`src/rtl/far_pkg.sv`:
```
package far_pkg;

  localparam int OPERAND_WIDTH_DEF = 16;
  localparam int RES_BITS = 33;
  localparam int OPCODE_BITS = 3;
  localparam int QUEUE_DEPTH = 2;

  typedef enum logic [2:0] {
    OP_ADD = 3'd0,
    OP_SUB = 3'd1,
    OP_MUL = 3'd2,
    OP_DIV = 3'd3,
    OP_INC = 3'd4,
    OP_DEC = 3'd5
  } opcode_t;

  typedef enum logic [2:0] {
    ST_IDLE,
    ST_MUL,
    ST_GCD,
    ST_DIVN,
    ST_DIVD,
    ST_OUT
  } back_state_t;

endpackage

```
`src/rtl/far_front.sv`:
```
module far_front #(
  parameter int OPERAND_WIDTH = far_pkg::OPERAND_WIDTH_DEF
) (
  input  logic                          clk,
  input  logic                          rst_n,
  input  logic                          in_valid,
  output logic                          in_ready,
  input  logic [far_pkg::OPCODE_BITS-1:0] in_opcode,
  input  logic [15:0]                   in_first_num,
  input  logic [15:0]                   in_first_den,
  input  logic [15:0]                   in_second_num,
  input  logic [15:0]                   in_second_den,
  output logic                          q_valid,
  input  logic                          q_ready,
  output logic [2*OPERAND_WIDTH+3-1:0]  q_mul_a,
  output logic [2*OPERAND_WIDTH+3-1:0]  q_mul_b,
  output logic [2*OPERAND_WIDTH+3-1:0]  q_mul_c,
  output logic [2*OPERAND_WIDTH+3-1:0]  q_mul_d,
  output logic [2:0]                    q_kind
);
  // Kind: bit0 reduce, bit1 subtract, bit2 single product term for numerator.
  localparam int W = OPERAND_WIDTH;
  localparam int XW = 2 * W + 3;
  localparam int D = far_pkg::QUEUE_DEPTH;
  localparam int EW = 4 * XW + 3;

  logic [EW-1:0] mem_r [D];
  logic [$clog2(D)-1:0] wp_r, rp_r;
  logic [$clog2(D):0] cnt_r;
  logic [XW-1:0] n1, d1, n2, d2, a, b, c, dd;
  logic [2:0] kind;
  logic push, pop;

  // An operand is the low W bits of its 16-bit field, sign-extended.
  function automatic logic [XW-1:0] sx(input logic [15:0] v);
    logic [31:0] z;
    z = {16'b0, v};
    sx = XW'($signed(z[W-1:0]));
  endfunction

  always_comb begin
    n1 = sx(in_first_num);
    d1 = sx(in_first_den);
    n2 = sx(in_second_num);
    d2 = sx(in_second_den);
    a = '0; b = '0; c = '0; dd = '0; kind = 3'b100;
    case (in_opcode)
      far_pkg::OP_ADD: begin a = n1; b = d2; c = n2; dd = d1; kind = 3'b001; end
      far_pkg::OP_SUB: begin a = n1; b = d2; c = n2; dd = d1; kind = 3'b011; end
      far_pkg::OP_MUL: begin a = n1; b = n2; c = d1; dd = d2; kind = 3'b101; end
      far_pkg::OP_DIV: begin a = n1; b = d2; c = d1; dd = n2; kind = 3'b101; end
      far_pkg::OP_INC: begin a = n1 + d1; b = XW'(1); c = d1; dd = XW'(1); kind = 3'b100; end
      far_pkg::OP_DEC: begin a = n1 - d1; b = XW'(1); c = d1; dd = XW'(1); kind = 3'b100; end
      default: begin a = '0; b = '0; c = '0; dd = '0; kind = 3'b100; end
    endcase
  end

  assign in_ready = (cnt_r != ($clog2(D)+1)'(D));
  assign push = in_valid && in_ready;
  assign q_valid = (cnt_r != '0);
  assign pop = q_valid && q_ready;
  assign {q_kind, q_mul_d, q_mul_c, q_mul_b, q_mul_a} = mem_r[rp_r];

  always_ff @(posedge clk) begin
    if (push) begin
      mem_r[wp_r] <= {kind, dd, c, b, a};
    end
    if (!rst_n) begin
      wp_r <= '0;
      rp_r <= '0;
      cnt_r <= '0;
    end else begin
      if (push) wp_r <= wp_r + 1'b1;
      if (pop) rp_r <= rp_r + 1'b1;
      cnt_r <= cnt_r + ($clog2(D)+1)'(push) - ($clog2(D)+1)'(pop);
    end
  end
endmodule

```
`src/rtl/far_back.sv`:
```
module far_back #(
  parameter int OPERAND_WIDTH = far_pkg::OPERAND_WIDTH_DEF
) (
  input  logic                         clk,
  input  logic                         rst_n,
  input  logic                         q_valid,
  output logic                         q_ready,
  input  logic [2*OPERAND_WIDTH+3-1:0] q_mul_a,
  input  logic [2*OPERAND_WIDTH+3-1:0] q_mul_b,
  input  logic [2*OPERAND_WIDTH+3-1:0] q_mul_c,
  input  logic [2*OPERAND_WIDTH+3-1:0] q_mul_d,
  input  logic [2:0]                   q_kind,
  output logic                         out_valid,
  input  logic                         out_ready,
  output logic [far_pkg::RES_BITS-1:0] out_num,
  output logic [far_pkg::RES_BITS-1:0] out_den,
  output logic                         out_err
);
  localparam int W = OPERAND_WIDTH;
  localparam int XW = 2 * OPERAND_WIDTH + 3;
  localparam int RB = far_pkg::RES_BITS;
  localparam int CW = $clog2(XW + 1);

  far_pkg::back_state_t st_r, st_nxt;
  logic [XW-1:0] num_r, den_r, ga_r, gb_r, g_r, rem_r, quo_r, dv_r, a_r, b_r, c_r, d_r;
  logic [2:0] kind_r;
  logic [CW-1:0] cnt_r, sh_r;
  logic nneg_r, dneg_r, done_g;
  logic signed [2*W-1:0] p1w, p2w, p3w;
  logic [XW-1:0] p1, p2, p3, sum, mabs_n, mabs_d, trial;
  logic [XW:0] sub;

  // Multiplied operands are sign-extended W-bit values, so W by W products suffice.
  assign p1w = $signed(a_r[W-1:0]) * $signed(b_r[W-1:0]);
  assign p2w = $signed(c_r[W-1:0]) * $signed(d_r[W-1:0]);
  assign p3w = $signed(b_r[W-1:0]) * $signed(d_r[W-1:0]);
  assign p1 = XW'(p1w);
  assign p2 = XW'(p2w);
  assign p3 = XW'(p3w);
  assign sum = kind_r[2] ? p1 : (kind_r[1] ? p1 - p2 : p1 + p2);
  assign mabs_n = num_r[XW-1] ? -num_r : num_r;
  assign mabs_d = den_r[XW-1] ? -den_r : den_r;
  assign trial = {rem_r[XW-2:0], dv_r[XW-1]};
  assign sub = {1'b0, trial} - {1'b0, g_r};
  assign done_g = (gb_r == '0);

  always_comb begin
    st_nxt = st_r;
    case (st_r)
      far_pkg::ST_IDLE: if (q_valid) st_nxt = far_pkg::ST_MUL;
      far_pkg::ST_MUL:  st_nxt = far_pkg::ST_GCD;
      far_pkg::ST_GCD: begin
        if (!kind_r[0] || den_r == '0) st_nxt = far_pkg::ST_OUT;
        else if (done_g) st_nxt = far_pkg::ST_DIVN;
      end
      far_pkg::ST_DIVN: if (cnt_r == CW'(XW)) st_nxt = far_pkg::ST_DIVD;
      far_pkg::ST_DIVD: if (cnt_r == CW'(XW)) st_nxt = far_pkg::ST_OUT;
      far_pkg::ST_OUT:  if (out_ready) st_nxt = far_pkg::ST_IDLE;
      default: st_nxt = far_pkg::ST_IDLE;
    endcase
  end

  always_comb begin
    q_ready = (st_r == far_pkg::ST_IDLE);
    out_valid = (st_r == far_pkg::ST_OUT);
    out_num = RB'($signed(num_r));
    out_den = RB'($signed(den_r));
    out_err = (den_r == '0);
  end

  always_ff @(posedge clk) begin
    case (st_r)
      far_pkg::ST_IDLE: begin
        a_r <= q_mul_a; b_r <= q_mul_b; c_r <= q_mul_c; d_r <= q_mul_d;
        kind_r <= q_kind;
      end
      far_pkg::ST_MUL: begin
        num_r <= kind_r[0] ? sum : a_r;
        den_r <= kind_r[0] ? (kind_r[2] ? p2 : p3) : c_r;
        ga_r <= '0; gb_r <= '1; sh_r <= '0; cnt_r <= '0;
      end
      far_pkg::ST_GCD: begin
        if (cnt_r == '0) begin
          ga_r <= mabs_n; gb_r <= mabs_d; cnt_r <= CW'(1);
          nneg_r <= num_r[XW-1]; dneg_r <= den_r[XW-1];
        end else if (ga_r == '0) begin
          ga_r <= gb_r; gb_r <= '0;
        end else if (!done_g) begin
          if (!ga_r[0] && !gb_r[0]) begin
            ga_r <= ga_r >> 1; gb_r <= gb_r >> 1; sh_r <= sh_r + CW'(1);
          end else if (!ga_r[0]) ga_r <= ga_r >> 1;
          else if (!gb_r[0]) gb_r <= gb_r >> 1;
          else if (ga_r >= gb_r) ga_r <= (ga_r - gb_r) >> 1;
          else gb_r <= (gb_r - ga_r) >> 1;
        end
        if (done_g && cnt_r != '0) begin
          g_r <= ga_r << sh_r;
          dv_r <= mabs_n; rem_r <= '0; quo_r <= '0; cnt_r <= '0;
        end
      end
      far_pkg::ST_DIVN, far_pkg::ST_DIVD: begin
        if (cnt_r == CW'(XW)) begin
          if (st_r == far_pkg::ST_DIVN) begin
            num_r <= nneg_r ? -quo_r : quo_r;
            dv_r <= mabs_d;
          end else begin
            den_r <= dneg_r ? -quo_r : quo_r;
          end
          rem_r <= '0; quo_r <= '0; cnt_r <= '0;
        end else begin
          rem_r <= sub[XW] ? trial : sub[XW-1:0];
          quo_r <= {quo_r[XW-2:0], ~sub[XW]};
          dv_r <= dv_r << 1;
          cnt_r <= cnt_r + CW'(1);
        end
      end
      default: ;
    endcase
    if (!rst_n) st_r <= far_pkg::ST_IDLE;
    else st_r <= st_nxt;
  end
endmodule

```
`src/rtl/fraction_arith_reduce.sv`:
```
// Channel | Direction | Payload
// in_     | slave     | opcode, first_num, first_den, second_num, second_den
// out_    | master    | result_num, result_den, zero_den_error
// A reduced item runs a binary gcd on XW = 2*OPERAND_WIDTH+3 bit values, then
// bit-serial divisions of the numerator and then the denominator by the gcd.
// Items that are not reduced, or that have a zero denominator, skip both steps.
// A two-entry queue decouples the front from the back.
// Reset is synchronous, active low; the result holds until out_tready.
module fraction_arith_reduce #(
  parameter int OPERAND_WIDTH = far_pkg::OPERAND_WIDTH_DEF
) (
  input  logic        clk,
  input  logic        rst_n,
  input  logic        in_tvalid,
  output logic        in_tready,
  // opcode[2:0], first_num[18:3], first_den[34:19], second_num[50:35], second_den[66:51]
  input  logic [71:0] in_tdata,
  output logic        out_tvalid,
  input  logic        out_tready,
  // result_num[32:0], result_den[65:33], zero_den_error[66]
  output logic [71:0] out_tdata
);
  localparam int XW = 2 * OPERAND_WIDTH + 3;
  logic q_valid, q_ready, err;
  logic [XW-1:0] a, b, c, d;
  logic [2:0] kind;
  logic [far_pkg::RES_BITS-1:0] rn, rd;

  far_front #(.OPERAND_WIDTH(OPERAND_WIDTH)) u_front (
    .clk, .rst_n, .in_valid(in_tvalid), .in_ready(in_tready),
    .in_opcode(in_tdata[2:0]), .in_first_num(in_tdata[18:3]),
    .in_first_den(in_tdata[34:19]), .in_second_num(in_tdata[50:35]),
    .in_second_den(in_tdata[66:51]), .q_valid, .q_ready,
    .q_mul_a(a), .q_mul_b(b), .q_mul_c(c), .q_mul_d(d), .q_kind(kind));

  far_back #(.OPERAND_WIDTH(OPERAND_WIDTH)) u_back (
    .clk, .rst_n, .q_valid, .q_ready, .q_mul_a(a), .q_mul_b(b), .q_mul_c(c),
    .q_mul_d(d), .q_kind(kind), .out_valid(out_tvalid), .out_ready(out_tready),
    .out_num(rn), .out_den(rd), .out_err(err));

  assign out_tdata = {5'd0, err, rd, rn};
endmodule

```
`config.mk`:
```
export PLATFORM = sky130hd
export DESIGN_NAME = fraction_arith_reduce
export DESIGN_NICKNAME = d
export VERILOG_FILES = /design/src/rtl/far_pkg.sv /design/src/rtl/far_front.sv /design/src/rtl/far_back.sv /design/src/rtl/fraction_arith_reduce.sv
export SDC_FILE = /design/constraint.sdc
export NUM_CORES = 2
export LEC_CHECK = 0
export ABC_AREA = 1
export BUFFER_PORTS_ARGS = -buffer_cell sky130_fd_sc_hd__buf_2
export CORE_AREA = 5 5 285 496
export CTS_BUF_LIST = sky130_fd_sc_hd__clkbuf_4 sky130_fd_sc_hd__clkbuf_8
export DETAILED_ROUTE_END_ITERATION = 8
export DIE_AREA = 0 0 290 501
export GPL_TIMING_DRIVEN = 0
export PLACE_DENSITY_LB_ADDON = 0.3
export SLEW_MARGIN = 0
export SYNTH_ARGS = -nofsm -noshare
export SYNTH_HDL_FRONTEND = slang
export SYNTH_SLANG_ARGS = --single-unit
```
`constraint.sdc`:
```
create_clock -name clk -period 20.4 [get_ports clk]
set_input_delay 1.02 -clock clk [delete_from_list [all_inputs] [get_ports clk]]
set_output_delay 1.02 -clock clk [all_outputs]
set_load 0.02 [all_outputs]
```
==> results.toml <==
[clock_tree]
cts_setup_buffers = 0
holdBufCountCts = 0
clk-insertion-delay-late_ns = 0.83
numCtsBuffers = 80
ctsResizeCount = 0
cts_tree = "built"
clockBufferDepth = 3
clk_pin_slew_worst_paths_ns = 0.09
htree_levels = 3
cts.sinks = 504
root_buffer = "clkbuf_8"

[sta]
tns_ns = 0
fin_crit_ns = 11.61
slew_headroom_pct = -8.26
finalSetupViolations = 0
slew_viol_final = 8
tightestPinTransition_ns = 1.62
hold_viol = 0
rsz0062_at_grt = "false"
fmax_mhz = 86.2
skew_ns = 0.0626
period_share_pct = 56.9

[worst_setup_path]
max_stage_delay_ns = 0.90
r2r_end = "u_back.num_r[30]"
path_common_cell = "nand2_1"
r2r_start = "u_front.q_mul_d[34]"
timing.reg2reg.setup_slack_ns = 8.79
crit_path_top_delay_cell = "clkbuf_1"
critPathRequiredTime_ns = 20.94
timing_worst_setup_path_type = "register to register"
startpoint_type = "register"
crit_path_end_kind = "register"
cp.arrival_ns = 12.15
worstPathMaxFanout = 11
reg2reg_depth = 41

[synthesis]
syn_inst = 8770
synth.distinct_cells = 72
syn_area_sq_um = 68000
synthFlopType = "edfxtp_1"
synth_seq_cells = 504
yosysWarnings = 0
synthArstFlopShare_pct = 0
synth_edf_count = 497
post_synth.cell_area_avg_sq_um = 7.76
synth_seq_area_share_pct = 22.1

[floorplanning]
start_util_pct = 49.7
die-area_sq_um = 145000
rows = 180
io-pin-count = 150
die_h_um = 501
core_area_sq_um = 137000
dieWidth_um = 290

[min_path]
hold_end = "u_back.b_r[13]"
worstHoldPathCells = 2
hp-start = "u_front.mem_r[0][48]"
hp-class = "register to register"

[grt]
grt_usage_pct = 39.2
grt_max_degree = 36
antenna_found_initial = 10
grt_pass1_wl_um = 415000
grt_pass1_vias = 64300
grt_overflow = 0

[drt]
post-route-drc-count = 0
detail_route.wl_per_cell_um = 26.5
drtIter0Drc = 4210
drtAntennaViolNets = 0
vias = 61100
drt-total-wl_um = 290000
firstDrtPassIters = 6
avgViaCountPerCell = 5.59

[place]
dp_hpwl_um = 246000
portBuffers = 138
gp_congestion = 1.07

[status]
violations = "capacitance limit, slew limit"
status = "complete, but fails checks"

[layout]
final_common_cell = "nand2_1"
drive_above_1_share_pct = 5.25
layout.nets = 10300
layout_common_cells = "nand2_1, inv_1, fa_1"
area_growth_pct = 7.71

[run]
cap_viol_max_count = 2
Yosys cell counts, drive strengths merged (7+ instances only):
cell | n | area share (%)
a211oi | 14 | 0.15
a21boi | 7 | 0.077
a21o | 18 | 0.20
a21oi | 475 | 3.5
a22oi | 30 | 0.33
a31oi | 48 | 0.44
and3 | 7 | 0.064
buf | 111 | 1.1
clkbuf | 322 | 1.8
clkinv | 9 | 0.050
dfxtp | 7 | 0.21
edfxtp | 497 | 22
fa | 791 | 23
ha | 411 | 7.6
inv | 1919 | 11
mux2i | 18 | 0.26
nand2 | 2018 | 11
nand3 | 213 | 1.6
nand3b | 10 | 0.11
nand4 | 77 | 0.74
nor2 | 521 | 2.9
nor3 | 92 | 0.78
nor3b | 12 | 0.13
nor4 | 28 | 0.27
o211ai | 83 | 0.92
o21a | 19 | 0.21
o21ai | 543 | 4.0
o21bai | 38 | 0.42
o221ai | 20 | 0.26
o22ai | 34 | 0.31
o31ai | 13 | 0.14
or2 | 46 | 0.42
xnor2 | 84 | 1.1
xor2 | 200 | 2.6
registers in the layout, summed over array words and instances (netlist names), 2 cells and up:
register,flops
u_back.a_r,17
u_back.b_r,15
u_back.c_r,16
u_back.cnt_r,6
u_back.d_r,15
u_back.den_r,35
u_back.dv_r,35
u_back.g_r,35
u_back.ga_r,35
u_back.gb_r,35
u_back.kind_r,3
u_back.num_r,35
u_back.quo_r,35
u_back.rem_r,34
u_back.sh_r,6
u_back.st_r,3
u_front.cnt_r,2
u_front.mem_r,136
worst max path at each step:
stage,start,to,slack [ns],cells past startpoint
global route,u_front.q_mul_d[34],u_back.num_r[30],8.35,41
floorplan,u_back.c_r[7],u_back.num_r[32],12.58,45
global placement,u_back.c_r[34],u_back.num_r[30],9.15,41
detailed placement,u_back.c_r[34],u_back.num_r[30],9.10,41
finish,u_front.q_mul_d[34],u_back.num_r[30],8.79,41
CTS,u_back.c_r[34],u_back.num_r[30],9.09,41
critical path, delay by kind of cell (launching register included):
family / cells / cell delay (ns)
adder cells (fa/ha/maj): 8 / 3.93
AND/OR/NAND/NOR: 18 / 3.21
buffers and inverters: 8 / 2.00
AO/OA/AOI/OAI: 6 / 1.65
flip-flops: 1 / 0.43
XOR/XNOR: 1 / 0.13
logic make-up (layout without fill, tap and decap cells):
| group | count (synthesis) | after routing | share of synthesized area [%] |
|---|---|---|---|
| buf+inv | 2361 | 2670 | 13.5 |
| compound gates | 1372 | 1372 | 11.4 |
| simple gates | 3028 | 3028 | 18.2 |
| fa+ha+maj | 1202 | 1202 | 30.8 |
| xor+xnor | 284 | 284 | 3.67 |
| mux | 18 | 18 | 0.265 |
| flops | 504 | 504 | 22.1 |
| other cells | 1 | 15 | 0.00551 |
area by class of cell:
| cell class | instances | area, sq um |
|---|---|---|
| clock inverters | 57 | 619 |
| well taps | 1820 | 2280 |
| repair buffers | 160 | 1040 |
| multi-input cells | 5909 | 43900 |
| fillers | 13600 | 63700 |
| diodes | 10 | 25.0 |
| clock buffers | 92 | 1200 |
| inverters | 1928 | 7240 |
| plain buffers | 433 | 1920 |
| flip-flops and latches | 504 | 15100 |
stage by stage:
step                      hold slack, ns  utilization [%]  cells  cell area (sq um)  setup slack (ns)
after floorplan                    0.424                -   8774              68000             12.58
after global placement             0.435             51.9  10700              71000              9.15
after detailed placement           0.448             52.2  10800              71400              9.10
after CTS                          0.481             53.5  10900              73200              9.09
after global routing               0.513             53.5  10900              73300              8.35
final                              0.461             53.5  10900              73300              8.79
layer usage:
layer,part of all wire (%),vias to the layer above,track usage (%)
met5,0.0083,-,0
met1,29,29200,33.4
li1,-,27800,-
met4,15,4,46.1
met2,51,2726,70.8
met3,5.5,1326,6.53
Power is not shown: default switching activity piles up to over one toggle a cycle in this logic, so the estimate is an artifact.
